`src/rtl/core/wfgdd_pkg.sv`:
```
package wfgdd_pkg;

    // agent ids are the 4-bit id fields; the table holds one entry per agent
    localparam int AGENTS = 16;
    localparam int ID_W   = 4;
    localparam int OP_W   = 3;

    typedef enum logic [OP_W-1:0] {
        OP_ADD    = 3'd0,
        OP_REMOVE = 3'd1,
        OP_TEST   = 3'd2,
        OP_CHECK  = 3'd3,
        OP_PATH   = 3'd4
    } op_t;

    typedef enum logic [2:0] {
        ST_IDLE,
        ST_START,
        ST_HEAD,
        ST_WALK,
        ST_DONE
    } state_t;

    typedef struct packed {
        logic [OP_W-1:0] op;
        logic [ID_W-1:0] waiter_id;
        logic [ID_W-1:0] holder_id;
    } cmd_t;

    typedef struct packed {
        logic            cycle_found;
        logic [ID_W-1:0] path_agent;
        logic            is_last;
    } res_t;

endpackage

```
`src/rtl/core/wait_for_graph_deadlock_detector_top.sv`:
```
// one item at a time: a beat is taken in idle and decoded the next cycle; add and remove end there
// test and check then walk the holder chain element by element until it closes or ends
// path sends a head beat, then one beat per chain element
// results leave through an output register; a stalled output holds the walk
// reset: asynchronous active low, clears all edges and the control state; holder
// entries are undefined until added
module wait_for_graph_deadlock_detector_top (
    input  logic        clk,
    input  logic        rst_n,
    input  logic        s_axis_tvalid,
    output logic        s_axis_tready,
    input  logic [15:0] s_axis_tdata,   // op[2:0], waiter_id[6:3], holder_id[10:7], zero fill
    output logic        m_axis_tvalid,
    input  logic        m_axis_tready,
    output logic [7:0]  m_axis_tdata,   // cycle_found[0], path_agent[4:1], zero fill
    output logic        m_axis_tlast    // is_last
);
    import wfgdd_pkg::*;

    cmd_t cmd_w;
    res_t res_w;
    logic res_valid_w;
    logic res_ready_w;

    logic            m_valid_reg;
    logic            m_cycle_reg;
    logic [ID_W-1:0] m_agent_reg;
    logic            m_last_reg;

    // unpack the input beat
    assign cmd_w.op        = s_axis_tdata[OP_W-1:0];
    assign cmd_w.waiter_id = s_axis_tdata[OP_W+ID_W-1:OP_W];
    assign cmd_w.holder_id = s_axis_tdata[OP_W+2*ID_W-1:OP_W+ID_W];

    // table, visited marks and the chain walker
    wfgdd_engine u_engine (
        .clk       (clk),
        .rst_n     (rst_n),
        .cmd_valid (s_axis_tvalid),
        .cmd       (cmd_w),
        .cmd_ready (s_axis_tready),
        .res_valid (res_valid_w),
        .res       (res_w),
        .res_ready (res_ready_w)
    );

    // output register: the walker is held while a waiting beat is not taken
    assign res_ready_w = !m_valid_reg || m_axis_tready;

    always_ff @(posedge clk or negedge rst_n)
    begin
        if (!rst_n)
        begin
            m_valid_reg <= 1'b0;
        end
        else if (res_ready_w)
        begin
            m_valid_reg <= res_valid_w;
        end
    end

    // output payload, no reset needed
    always_ff @(posedge clk)
    begin
        if (res_ready_w && res_valid_w)
        begin
            m_cycle_reg <= res_w.cycle_found;
            m_agent_reg <= res_w.path_agent;
            m_last_reg  <= res_w.is_last;
        end
    end

    assign m_axis_tvalid = m_valid_reg;
    assign m_axis_tdata  = {3'b000, m_agent_reg, m_cycle_reg};
    assign m_axis_tlast  = m_last_reg;

endmodule

```
`src/rtl/core/wfgdd_engine.sv`:
```
module wfgdd_engine (
    input  logic              clk,
    input  logic              rst_n,
    input  logic              cmd_valid,
    input  wfgdd_pkg::cmd_t   cmd,
    output logic              cmd_ready,
    output logic              res_valid,
    output wfgdd_pkg::res_t   res,
    input  logic              res_ready
);
    import wfgdd_pkg::*;

    state_t state_reg, state_next;

    cmd_t            cmd_reg;
    logic [ID_W-1:0] cur_reg;
    logic            first_reg;
    logic            cyc_reg;

    // holder table, one synchronous read port
    logic [ID_W-1:0] table_mem [AGENTS];
    logic [ID_W-1:0] rd_data_reg;

    logic [AGENTS-1:0] edge_valid_reg;
    logic [AGENTS-1:0] visited_reg;

    // control strobes
    logic            take_cmd;
    logic            rd_en;
    logic [ID_W-1:0] rd_addr;
    logic            wr_en;
    logic            clr_edge;
    logic            clr_visited;
    logic            advance;
    logic            load_cur;
    logic [ID_W-1:0] cur_load_val;
    logic            load_cyc;
    logic            cyc_load_val;

    logic [ID_W-1:0] cur_w;
    logic            hit;
    logic            stop;
    op_t             op_w;

    assign op_w  = op_t'(cmd_reg.op);
    // test and path take the first link from a register, other links come from the table read register
    assign cur_w = first_reg ? cur_reg : rd_data_reg;
    assign hit   = (cur_w == cmd_reg.waiter_id);
    assign stop  = hit || visited_reg[cur_w] || !edge_valid_reg[cur_w];

    // next state
    always_comb
    begin
        state_next = state_reg;
        case (state_reg)
            ST_IDLE:
            begin
                if (cmd_valid)
                begin
                    state_next = ST_START;
                end
            end
            ST_START:
            begin
                case (op_w)
                    OP_TEST:
                    begin
                        if (cmd_reg.waiter_id == cmd_reg.holder_id)
                        begin
                            state_next = ST_DONE;
                        end
                        else
                        begin
                            state_next = ST_WALK;
                        end
                    end
                    OP_CHECK:
                    begin
                        if (edge_valid_reg[cmd_reg.waiter_id])
                        begin
                            state_next = ST_WALK;
                        end
                        else
                        begin
                            state_next = ST_DONE;
                        end
                    end
                    OP_PATH:  state_next = ST_HEAD;
                    default:  state_next = ST_IDLE;
                endcase
            end
            ST_HEAD:
            begin
                if (res_ready)
                begin
                    state_next = ST_WALK;
                end
            end
            ST_WALK:
            begin
                if (stop && res_ready)
                begin
                    state_next = ST_IDLE;
                end
            end
            ST_DONE:
            begin
                if (res_ready)
                begin
                    state_next = ST_IDLE;
                end
            end
            default: state_next = ST_IDLE;
        endcase
    end

    // outputs and strobes
    always_comb
    begin
        cmd_ready    = 1'b0;
        take_cmd     = 1'b0;
        res_valid    = 1'b0;
        res          = '0;
        rd_en        = 1'b0;
        rd_addr      = cur_w;
        wr_en        = 1'b0;
        clr_edge     = 1'b0;
        clr_visited  = 1'b0;
        advance      = 1'b0;
        load_cur     = 1'b0;
        cur_load_val = cmd_reg.holder_id;
        load_cyc     = 1'b0;
        cyc_load_val = 1'b0;
        case (state_reg)
            ST_IDLE:
            begin
                cmd_ready = 1'b1;
                take_cmd  = cmd_valid;
            end
            ST_START:
            begin
                clr_visited = 1'b1;
                case (op_w)
                    OP_ADD:    wr_en    = 1'b1;
                    OP_REMOVE: clr_edge = 1'b1;
                    OP_TEST:
                    begin
                        load_cur     = 1'b1;
                        load_cyc     = 1'b1;
                        cyc_load_val = 1'b1;
                    end
                    OP_CHECK:
                    begin
                        // fetch the waiter's holder, walk starts there
                        rd_en    = 1'b1;
                        rd_addr  = cmd_reg.waiter_id;
                        load_cyc = 1'b1;
                    end
                    default: ;
                endcase
            end
            ST_HEAD:
            begin
                res_valid       = 1'b1;
                res.path_agent  = cmd_reg.waiter_id;
                if (res_ready)
                begin
                    load_cur = 1'b1;
                end
            end
            ST_WALK:
            begin
                if (op_w == OP_PATH)
                begin
                    res_valid      = 1'b1;
                    res.path_agent = cur_w;
                    res.is_last    = stop;
                    if (res_ready && !stop)
                    begin
                        advance = 1'b1;
                    end
                end
                else if (stop)
                begin
                    res_valid       = 1'b1;
                    res.cycle_found = hit;
                    res.is_last     = 1'b1;
                end
                else
                begin
                    advance = 1'b1;
                end
                rd_en = advance;
            end
            ST_DONE:
            begin
                res_valid       = 1'b1;
                res.cycle_found = cyc_reg;
                res.is_last     = 1'b1;
            end
            default: ;
        endcase
    end

    always_ff @(posedge clk or negedge rst_n)
    begin
        if (!rst_n)
        begin
            state_reg      <= ST_IDLE;
            edge_valid_reg <= '0;
            visited_reg    <= '0;
            first_reg      <= 1'b0;
        end
        else
        begin
            state_reg <= state_next;
            if (wr_en)
            begin
                edge_valid_reg[cmd_reg.waiter_id] <= 1'b1;
            end
            if (clr_edge)
            begin
                edge_valid_reg[cmd_reg.waiter_id] <= 1'b0;
            end
            if (clr_visited)
            begin
                visited_reg <= '0;
            end
            else if (advance)
            begin
                visited_reg[cur_w] <= 1'b1;
            end
            if (load_cur)
            begin
                first_reg <= 1'b1;
            end
            else if (advance || (state_reg == ST_START))
            begin
                first_reg <= 1'b0;
            end
        end
    end

    always_ff @(posedge clk)
    begin
        if (take_cmd)
        begin
            cmd_reg <= cmd;
        end
        if (load_cur)
        begin
            cur_reg <= cur_load_val;
        end
        if (load_cyc)
        begin
            cyc_reg <= cyc_load_val;
        end
    end

    // table memory
    always_ff @(posedge clk)
    begin
        if (wr_en)
        begin
            table_mem[cmd_reg.waiter_id] <= cmd_reg.holder_id;
        end
        if (rd_en)
        begin
            rd_data_reg <= table_mem[rd_addr];
        end
    end

endmodule
```
`config.mk`:
```
export PLATFORM = sky130hd
export DESIGN_NAME = wait_for_graph_deadlock_detector_top
export DESIGN_NICKNAME = d
export VERILOG_FILES = /design/src/rtl/core/wfgdd_pkg.sv /design/src/rtl/core/wait_for_graph_deadlock_detector_top.sv /design/src/rtl/core/wfgdd_engine.sv
export SDC_FILE = /design/constraint.sdc
export NUM_CORES = 1
export LEC_CHECK = 0
export ABC_CLOCK_PERIOD_IN_PS = 3000
export BUFFER_PORTS_ARGS = -buffer_cell sky130_fd_sc_hd__buf_4
export CORE_ASPECT_RATIO = 0.6
export CORE_MARGIN = 10
export CORE_UTILIZATION = 55
export CTS_BUF_LIST = sky130_fd_sc_hd__clkbuf_16
export DETAILED_ROUTE_END_ITERATION = 6
export PLACE_DENSITY = 0.83
export SYNTH_ARGS = -nofsm -noshare
export SYNTH_HDL_FRONTEND = slang
export SYNTH_HIERARCHICAL = 1
export SYNTH_SLANG_ARGS = --single-unit
export TNS_END_PERCENT = 20
```
`constraint.sdc`:
```
create_clock -name clk -period 3 [get_ports clk]
set_clock_uncertainty 0.1 [all_clocks]
set_input_delay 0.45 -clock clk [delete_from_list [all_inputs] [get_ports clk]]
set_output_delay 0.45 -clock clk [all_outputs]
set_load 0.03 [all_outputs]
```
Word-level counts from Yosys, hierarchy flattened

Memories as Yosys holds them, arrays and structs flattened. A register that Yosys moved wholly into a read port is not among the register bits.
Index checks and enable logic that the tools add are counted.
Widths: inputs -> output; s select.

Equal/unequal tests: 14
Multiplexer cells: 57
Magnitude comparators: 4
Bitwise logic cells: 4
Reductions and logical operators: 19

Operator list:

| operator           | count |
|---|---|
| $mux 16            | 4 |
| $or 16x16->16      | 2 |
| $mux 1             | 30 |
| $mux 3             | 6 |
| $and 16x16->16     | 1 |
| $mux 4             | 4 |
| $not 16->16        | 1 |
| $pmux 3 s5         | 1 |
| $bmux 1 s4         | 3 |
| $eq 3x2->1 const B | 4 |
| $lt 4x5->1 const B | 2 |
| $pmux 1 s2         | 5 |
| $pmux 3 s3         | 1 |
| $demux 1 s4        | 2 |
| $eq 4x4->1         | 2 |
| $ge 4x1->1 const B | 2 |
| $pmux 4 s2         | 1 |
| $eq 3x1->1 const B | 2 |
| $eq 3x3->1 const B | 2 |
| $logic_not 3->1    | 2 |
| $ne 2x2->1 const B | 3 |
| $logic_and 1x1->1  | 5 |
| $logic_or 1x1->1   | 4 |
| $reduce_and 4->1   | 1 |
| other kinds (4)    | 8 |

Bits in registers: 59
Memories kept: 1
Bits in writable memories: 64
Bits of input ports: 20
Word-level logic and storage cells: 112

Memories:

| name               | words | width | read ports | clocked after memory_dff | write ports | line               | source |
|---|---|---|---|---|---|---|---|
| u_engine.table_mem | 16    | 4     | 1          | 1                        | 1           | wfgdd_engine.sv:21 | `logic [ID_W-1:0] table_mem [AGENTS];` |

Longest topological paths before layout

Gate-level depths: netlist of the first run.

Depth in word-level cells: 13
Gate-level depth with buffers: 9
Depth with buffers taken out: 7

By module

Netlist of the first run, hierarchy kept.

Modules (own cells, without submodules):

| module                               | cells an instance | sequential area each (um^2) | area an instance (um^2) | instances |
|---|---|---|---|---|
| wfgdd_engine                         | 416               | 3423.3                      | 5550.3                  | 1 |
| wait_for_graph_deadlock_detector_top | 15                | 205.2                       | 267.8                   | 1 |

Worst setup path after synthesis of the first run

OpenSTA, ideal clock, no wires.

Path type: register to register
From: reg u_engine.state_reg[1]
To: reg u_engine.rd_data_reg[0], read port of u_engine.table_mem, data pin
Arrival: 2.538 ns
Period minus slack after synthesis: 2.901 ns
Library setup time: 0.263 ns
Cell stages (with the launch flop): 10
Setup slack: 0.099 ns
Cell sequence: dfrtp_1 buf_2 or3b_1 and4bb_1 buf_6 mux2i_4 buf_6 mux4_1 nand2_1 nand4_1

Cells in the longest elaborated chain, start to end: 2
Elaborated cells between the ends (all ways): 4
Those cells by class: 2 x eq/ne; 2 x mux

Ends and longest elaborated chain:

| what                                            | line                | source |
|---|---|---|
| start, declared                                 | wfgdd_engine.sv:13  | `state_t state_reg, state_next;` |
| start signal, assigned                          | wfgdd_engine.sv:216 | `state_reg <= state_next;` |
| $eq 3x2->1 / $eq 3x1->1 (equally long branches) | wfgdd_engine.sv:134 | `case (state_reg)` |
| $pmux 1 s2 / $mux 4 (equally long branches)     | wfgdd_engine.sv:134 |  |
| end, declared                                   | wfgdd_engine.sv:22  | `logic [ID_W-1:0] rd_data_reg;` |

Several ways; a longest one is shown, not always the timed one.
A chain may end at the register's enable or synchronous reset.

Final worst setup path of the first run

From: reg u_engine.first_reg
To: reg m_agent_reg[0] (enable)

Cells in the longest elaborated chain, start to end: 9
Elaborated cells between the ends (all ways): 13
Those cells by class: 1 x eq/ne; 8 x mux; 4 x reduce/logical

Ends and longest elaborated chain:

| what                                                       | line                                       | source |
|---|---|---|
| start, declared                                            | wfgdd_engine.sv:17                         | `logic first_reg;` |
| start signal, assigned                                     | wfgdd_engine.sv:212                        | `first_reg <= 1'b0;` |
| start signal, assigned                                     | wfgdd_engine.sv:235                        | `first_reg <= 1'b1;` |
| start signal, assigned                                     | wfgdd_engine.sv:239                        | `first_reg <= 1'b0;` |
| $mux 4 *                                                   | wfgdd_engine.sv:47                         | `assign cur_w = first_reg ? cur_reg : rd_data_reg;` |
| $bmux 1 s4                                                 | wfgdd_engine.sv:49                         | `assign stop = hit \|\| visited_reg[cur_w] \|\| !edge_valid_reg[cur_w];` |
| $mux 1 (implied by the code)                               | wfgdd_engine.sv:49                         |  |
| $logic_or 1x1->1 / $logic_not 1->1 (equally long branches) | wfgdd_engine.sv:49                         |  |
| $logic_or 1x1->1 *                                         | wfgdd_engine.sv:49                         |  |
| $mux 1 *                                                   | wfgdd_engine.sv:183                        | `else if (stop)` |
| $mux 1 *                                                   | wfgdd_engine.sv:173                        | `if (op_w == OP_PATH)` |
| $pmux 1 s2 *                                               | wfgdd_engine.sv:134                        |  |
| net res_valid_w                                            | wait_for_graph_deadlock_detector_top.sv:22 | `logic res_valid_w;` |
| $logic_and 1x1->1 *                                        | wait_for_graph_deadlock_detector_top.sv:65 | `if (res_ready_w && res_valid_w)` |
| end signal, assigned                                       | wait_for_graph_deadlock_detector_top.sv:68 | `m_agent_reg <= res_w.path_agent;` |
| end, declared                                              | wait_for_graph_deadlock_detector_top.sv:27 | `logic [ID_W-1:0] m_agent_reg;` |

The timed path passes the listed nets; every way through them passes the cells marked *. The select of a mux whose other input is x is not followed.

==> qor.txt, run 1 <==
Number of distinct library cells after synthesis: 53
Layout Nets: 498
Final min period: 2.88 ns
PortBufs: 22
Post-DRT Antenna Nets: 0
Setup crit end kind: flip-flop
Die Wd: 153 um
Cell area after synthesis: 5820 sq um
Crit path max fanout: 15
Sink Count: 127
Ranking of synthesized cells by area: edfxtp_1 46%, dfrtp_1 16%, mux4_2 5.4%
Synth top cells by count: 90 x edfxtp_1, 48 x nand2_1, 37 x dfrtp_1
Total number of H-tree levels: 4
Clock transition at path regs: 0.06 ns
Dpl cell area: 6260 sq um
DR vias/cell: 6.40
Crit path cell chain: mux2i_1 > xnor2_1 > nor4_2 > nor4_1 > a31o_2 > a32oi_1 > and2_4
Pwr per Cell Area: 972 nW/um^2
Die Footprint: 15200 sq um
Non-Filler Cell Area, Final: 6920 sq um
Std cell rows: 28
Root Driver: clkbuf_16
Warnings, synthesis: 6
Most frequent cell after synthesis: edfxtp_1
Initial DRC Count: 516
Hold Fails Final Rpt: 0
Routed wire per std cell: 22.3 um
Synth Register Bits: 127
Worst-margin pin slew: 0.700 ns
Pre-antenna DRT Iters: 6
DRC viols: 0
First-pass GRT wire length: 22400 um
Skew-Pair Late Insertion Delay: 0.42 ns
TritonCTS clock tree: done
Setup_tns: 0 ns
Leak Pwr: 2.57 nW
Max Fclk: 0.347 GHz
Largest area contributor in the netlist: edfxtp_1
Chip height: 99.7 um
Synth top area share: 46.5%
Starting Density: 57.7%
Post-DP HPWL: 9980 um
Largest net degree at the start of global routing: 38
Post-synth ARST share: 29.1%
CORE AREA: 10100 sq um
CP max stage delay: 0.53 ns
Final Slew Violations: 0
Total gr overflow: 0
Ports: 31
Via count: 4004
Period utilization: 96.2%
Worst setup path category: flip-flop to flip-flop
Largest register FFs: 64
CTS max path bufs: 2
Worst VDD drop: 0.782 mV
Register area share after synthesis: 62.4%
Ys flop type: edfxtp_1
Drt total wl: 14000 um
HP Class: input pin to flip-flop
Slowest cell on crit path: dfrtp_2
Antenna fix cells: 0
Slew HR: 53.3%
Number of flops mapped to enable cells by yosys: 90
Cell count after synthesis: 431
Vias in the first global route: 3961
MaxCap Viol Count: 0
Post-CTS Setup Inserts: 0
CP startpoint kind: flip-flop
WP data required: 3.03 ns
Tot GR Track Use: 18.8%
Mean Syn Cell Area: 13.5 sq um
Antenna violations before repair: 0
Crit path arrival time: 2.91 ns
Total CTS buffers: 17
Unrepaired setup endpoints after global routing: no
Final Core Density: 68.6%
Outcome: finished, final reports clean
RD Place Congestion: 0.949
Area Growth Syn to Fin: 18.9%
# setup viols final: 0
Layout cells sized above 1: 23.4%
==> repair_timing <==
item	in CTS	in global routing
endpoints found under the hold margin	37	0
hold buffers	1	0
gates resized for setup	0	2
endpoints found under the setup margin	0	23
==> critical path, delay by kind of cell, from the launching register on <==
kind	cells	cell delay, ns
compound gates	2	0.51
xor+xnor	1	0.12
flops	1	0.53
mux	1	0.41
simple gates	3	0.91
==> metrics by stage <==
step | total power [mW] | worst slack (ns) | hold slack [ns] | std cells
after floorplan | 3.74 | 0.0989 | 0.0544 | 433
after global placement | 4.36 | 0.0852 | 0.333 | 593
after detailed placement | 4.45 | 0.0515 | 0.345 | 593
after CTS | 6.69 | 0.0372 | 0.0912 | 626
after global routing | 7.00 | 0.0309 | 0.0933 | 626
final | 6.73 | 0.115 | 0.108 | 626
==> cell type report <==
type | count | area (sq um)
sequential | 127 | 3630
fill | 680 | 3170
multi-input combinational | 267 | 2010
inverter | 10 | 37.5
timing repair buffer | 55 | 428
clock buffer | 17 | 425
clock inverter | 15 | 218
tap | 135 | 169
==> report_power, final <==
part,switching (mW),internal (mW)
clock,0.751,1.47
sequential,0.242,2.19
combinational,1.25,0.830
total,2.24,4.49
==> path summary, 6_finish.rpt <==
path,start,endpoint,slack (ns),cells after the start
hold / removal,s_axis_tdata[7],u_engine/cur_load_val[0],0.11,1
min in group asynchronous,rst_n,u_engine/visited_reg[10],0.44,2
max in group asynchronous,rst_n,u_engine/first_reg,2.00,2
setup / recovery,u_engine/first_reg,m_agent_reg[0],0.12,7
hold reg to reg,u_engine/visited_reg[0],u_engine/visited_reg[0],0.39,2
setup reg to reg,u_engine/first_reg,m_agent_reg[0],0.12,7
==> cells by family after synthesis <==
kind of cell           synth area share (%)
flip-flops                             62.4
AO/OA/AOI/OAI                          8.69
other                                0.0645
multiplexers                           11.5
AND/OR/NAND/NOR                        12.8
XOR/XNOR                               1.20
buffers and inverters                  3.33
==> cell usage in the layout, fill, tap and decap left out, types with 4 or more instances in the layout <==
| cell type | n |
|---|---|
| buf_4 | 53 |
| nor2_1 | 25 |
| o31ai_1 | 8 |
| bufinv_16 | 5 |
| or2_2 | 5 |
| xnor2_1 | 6 |
| dfrtp_1 | 36 |
| nor3_1 | 19 |
| nand2b_1 | 12 |
| o21ai_0 | 14 |
| a32oi_1 | 4 |
| a22oi_1 | 4 |
| mux2i_1 | 13 |
| nor3b_1 | 6 |
| nand2_1 | 48 |
| clkinvlp_4 | 4 |
| mux4_2 | 14 |
| edfxtp_1 | 90 |
| nor4_1 | 4 |
| clkbuf_16 | 17 |
| o41ai_1 | 16 |
| nor2b_1 | 5 |
| a21oi_1 | 12 |
| inv_1 | 11 |
| mux4_1 | 6 |
==> metal layers <==
metal  vias up  global-route usage [%]  wire (um)
met5         -                       0          0
met4         0                    5.62        101
met3        16                    7.87       1860
met2       251                    26.0       5980
met1      1994                    26.2       6040
li1       1743                       -          -
Power figures use the tool's default switching activity.
==> run 2, diff against run 1 <==
BUFFER_PORTS_ARGS = not set   (was -buffer_cell sky130_fd_sc_hd__buf_4)
DONT_BUFFER_PORTS = 1   (was not set)
PLACE_DENSITY = 0.8   (was 0.83)
SLEW_MARGIN = 20   (was not set)
==> run 2 against run 1 <==
  * Total power is 3.8% lower
  * Clock power is 14% lower
  * Largest cell class unchanged
  * Cell area is 2.4% lower
  * Critical endpoint is now u_engine/rd_data_reg[2]
  * Non-clock buffer count is 13 lower
  * First-iteration DRC count is 15% lower
  * Core utilization is 1.7 points lower
  * Count of clock-buffer cells in the layout stayed put
  * Via count is 2.1% lower
  * Die area stayed put
  * Final cell count is 2.2% lower
  * Worst setup slack better by 0.030 ns
==> qor.txt, run 2 (synthesis results as in run 1) <==
Hold Slack: 0.0256 ns (was 0.108 ns)
Worst VDD drop: 0.686 mV (was 0.782 mV)
Post-DRT Antenna Nets: 0 (unchanged)
Period utilization: 95.1% (was 96.2%)
Switching Share: 34.9% (was 33.3%)
Most frequent cells in the layout: 90 x edfxtp_1, 48 x nand2_1, 39 x buf_4 (was 90 x edfxtp_1, 53 x buf_4, 48 x nand2_1)
Pre-antenna DRT Iters: 4 (was 6)
P_int: 4.22 mW (was 4.49 mW)
Slowest cell on crit path: mux4_2 (was dfrtp_2)
Routed wire per std cell: 23.2 um (was 22.3 um)
Layout Nets: 485 (was 498)
HP Class: input pin to flip-flop (unchanged)
DR vias/cell: 6.41 (was 6.40)
CTS max path bufs: 2 (unchanged)
Std cell rows: 28 (unchanged)
Grt met3 use: 9.29% (was 7.87%)
Vias in the first global route: 3817 (was 3961)
Total gr overflow: 0 (unchanged)
Drt total wl: 14200 um (was 14000 um)
Outcome: finished, final reports clean (unchanged)
Max Fclk: 0.350 GHz (was 0.347 GHz)
RD Place Congestion: 0.955 (was 0.949)
Unrepaired setup endpoints after global routing: no (unchanged)
Largest net degree at the start of global routing: 38 (unchanged)
Leak Pwr: 2.46 nW (was 2.57 nW)
Chip height: 99.7 um (unchanged)
Ports: 31 (unchanged)
Total number of H-tree levels: 4 (unchanged)
WP data required: 3.06 ns (was 3.03 ns)
Most common cell after layout, fill and taps aside: edfxtp_1 (unchanged)
# setup viols final: 0 (unchanged)
Crit path max fanout: 16 (was 15)
Antenna fix cells: 0 (unchanged)
Worst-margin pin slew: 0.726 ns (was 0.700 ns)
Total power: 6.47 mW (was 6.73 mW)
Hold Fails Final Rpt: 0 (unchanged)
Final Slew Violations: 0 (unchanged)
Tot GR Track Use: 19.0% (was 18.8%)
Starting Density: 57.7% (unchanged)
TritonCTS clock tree: done (unchanged)
Hold path depth: 0 (was 1)
CP top delay family: simple AND/OR/NAND/NOR gates (unchanged)
Die Footprint: 15200 sq um (unchanged)
Setup_tns: 0 ns (unchanged)
Setup crit end kind: flip-flop (unchanged)
PortBufs: 0 (was 22)
Sink Count: 127 (unchanged)
Buf+Inv Stages, Crit Path: 1 (was 0)
Layout cells sized above 1: 21.6% (was 23.4%)
CP max stage delay: 0.52 ns (was 0.53 ns)
Die Wd: 153 um (unchanged)
Crit path cell chain: or3b_1 > and4bb_2 > mux2i_4 > buf_12 > mux4_2 > a22oi_2 > nand2_1 (was mux2i_1 > xnor2_1 > nor4_2 > nor4_1 > a31o_2 > a32oi_1 > and2_4)
Area Growth Syn to Fin: 16.1% (was 18.9%)
Met2 layer usage reported by global route: 25.4% (was 26.0%)
Logic gate share of total power: 32.0% (was 30.9%)
Via count: 3921 (was 4004)
Antenna violations before repair: 0 (unchanged)
CORE AREA: 10100 sq um (unchanged)
Worst R2R Path Depth: 7 (unchanged)
MaxCap Viol Count: 0 (unchanged)
Worst setup path category: flip-flop to flip-flop (unchanged)
Clock transition at path regs: 0.06 ns (about the same)
Post-CTS Setup Inserts: 0 (unchanged)
Pwr per Cell Area: 959 nW/um^2 (was 972 nW/um^2)
Crit path arrival time: 2.91 ns (about the same)
Slew HR: 51.6% (was 53.3%)
Initial DRC Count: 440 (was 516)
CP startpoint kind: flip-flop (unchanged)
Final min period: 2.85 ns (was 2.88 ns)
GR Util met1: 26.4% (was 26.2%)
Switch Pwr: 2.26 mW (was 2.24 mW)
Sequential Power Share: 38.3% (was 36.1%)
Post-DP HPWL: 10000 um (was 9980 um)
First-pass GRT wire length: 22200 um (was 22400 um)
Total CTS buffers: 17 (unchanged)
DRC viols: 0 (unchanged)
Largest register FFs: 64 (unchanged)
Clock power frac: 29.7% (was 33.0%)
Crit path depth: 7 (unchanged)
Top Usage Layer GRT: met1 (unchanged)
Root Driver: clkbuf_16 (unchanged)
Skew-Pair Late Insertion Delay: 0.42 ns (about the same)
run 2: changes by cell type in the layout (fill, tap and decap cells not counted), moves of 2 or more:
cell | before | now
buf_4 | 53 | 39
bufinv_16 | 5 | 2
clkinv_2 | 0 | 3
inv_6 | 2 | 0
run 2: cell type report:
class	count	area (sq um)
Multi-Input combinational cell	267	2020
Tap cell	135	169
Inverter	10	37.5
Clock buffer	17	425
Sequential cell	127	3630
Fill cell	690	3340
Timing Repair Buffer	42	343
Clock inverter	14	128
run 2: power groups by stage:
stage	clock network [mW]	registers [mW]	logic [mW]
3_3_place_gp	0	2.49	1.89
5_1_grt	2.04	2.51	2.20
4_1_cts	1.94	2.48	2.00
2_1_floorplan	0	2.39	1.35
6_report	1.92	2.48	2.07
3_5_place_dp	0	2.51	1.95
run 2: worst paths after layout:
path                                         start                     endpoint  slack [ns]
min in group asynchronous                    rst_n           u_engine/first_reg        0.38
hold / removal                     s_axis_tdata[5]          u_engine/cmd_reg[6]        0.03
setup reg to reg             u_engine/state_reg[2]      u_engine/rd_data_reg[2]        0.15
max in group asynchronous                    rst_n  u_engine/edge_valid_reg[12]        2.22
hold reg to reg            u_engine/visited_reg[7]      u_engine/visited_reg[7]        0.38
setup / recovery             u_engine/state_reg[2]      u_engine/rd_data_reg[2]        0.15
run 2: worst register-to-register path, stage by stage, from the launching register on:
cell      delay (ns)
dfrtp_1         0.37
or3b_1          0.40
and4bb_2        0.39
mux2i_4         0.27
buf_12          0.20
mux4_2          0.53
a22oi_2         0.25
nand2_1         0.08
run 2: per-stage QoR:
step,utilization (%),setup WS [ns],std cells,cell area [sq um]
CTS,66.8,0.108,612,6740
global placement,61.0,0.134,579,6160
detailed placement,61.0,0.0426,579,6160
finish,66.9,0.146,612,6750
global route,66.9,0.0342,612,6750
floorplan,-,0.0989,433,5830
run 2: routing by layer:
layer,routed length [um],part of all wire [%]
met1,6110,43
met2,5960,42
met3,1960,14
met4,196,1.4
met5,0,0
run 2: what timing repair did:
item | in CTS | in global routing
endpoints found under the hold margin | 37 | 0
setup endpoints to repair | 3 | 6
hold buffers | 2 | 0
gates resized for setup | 1 | 3
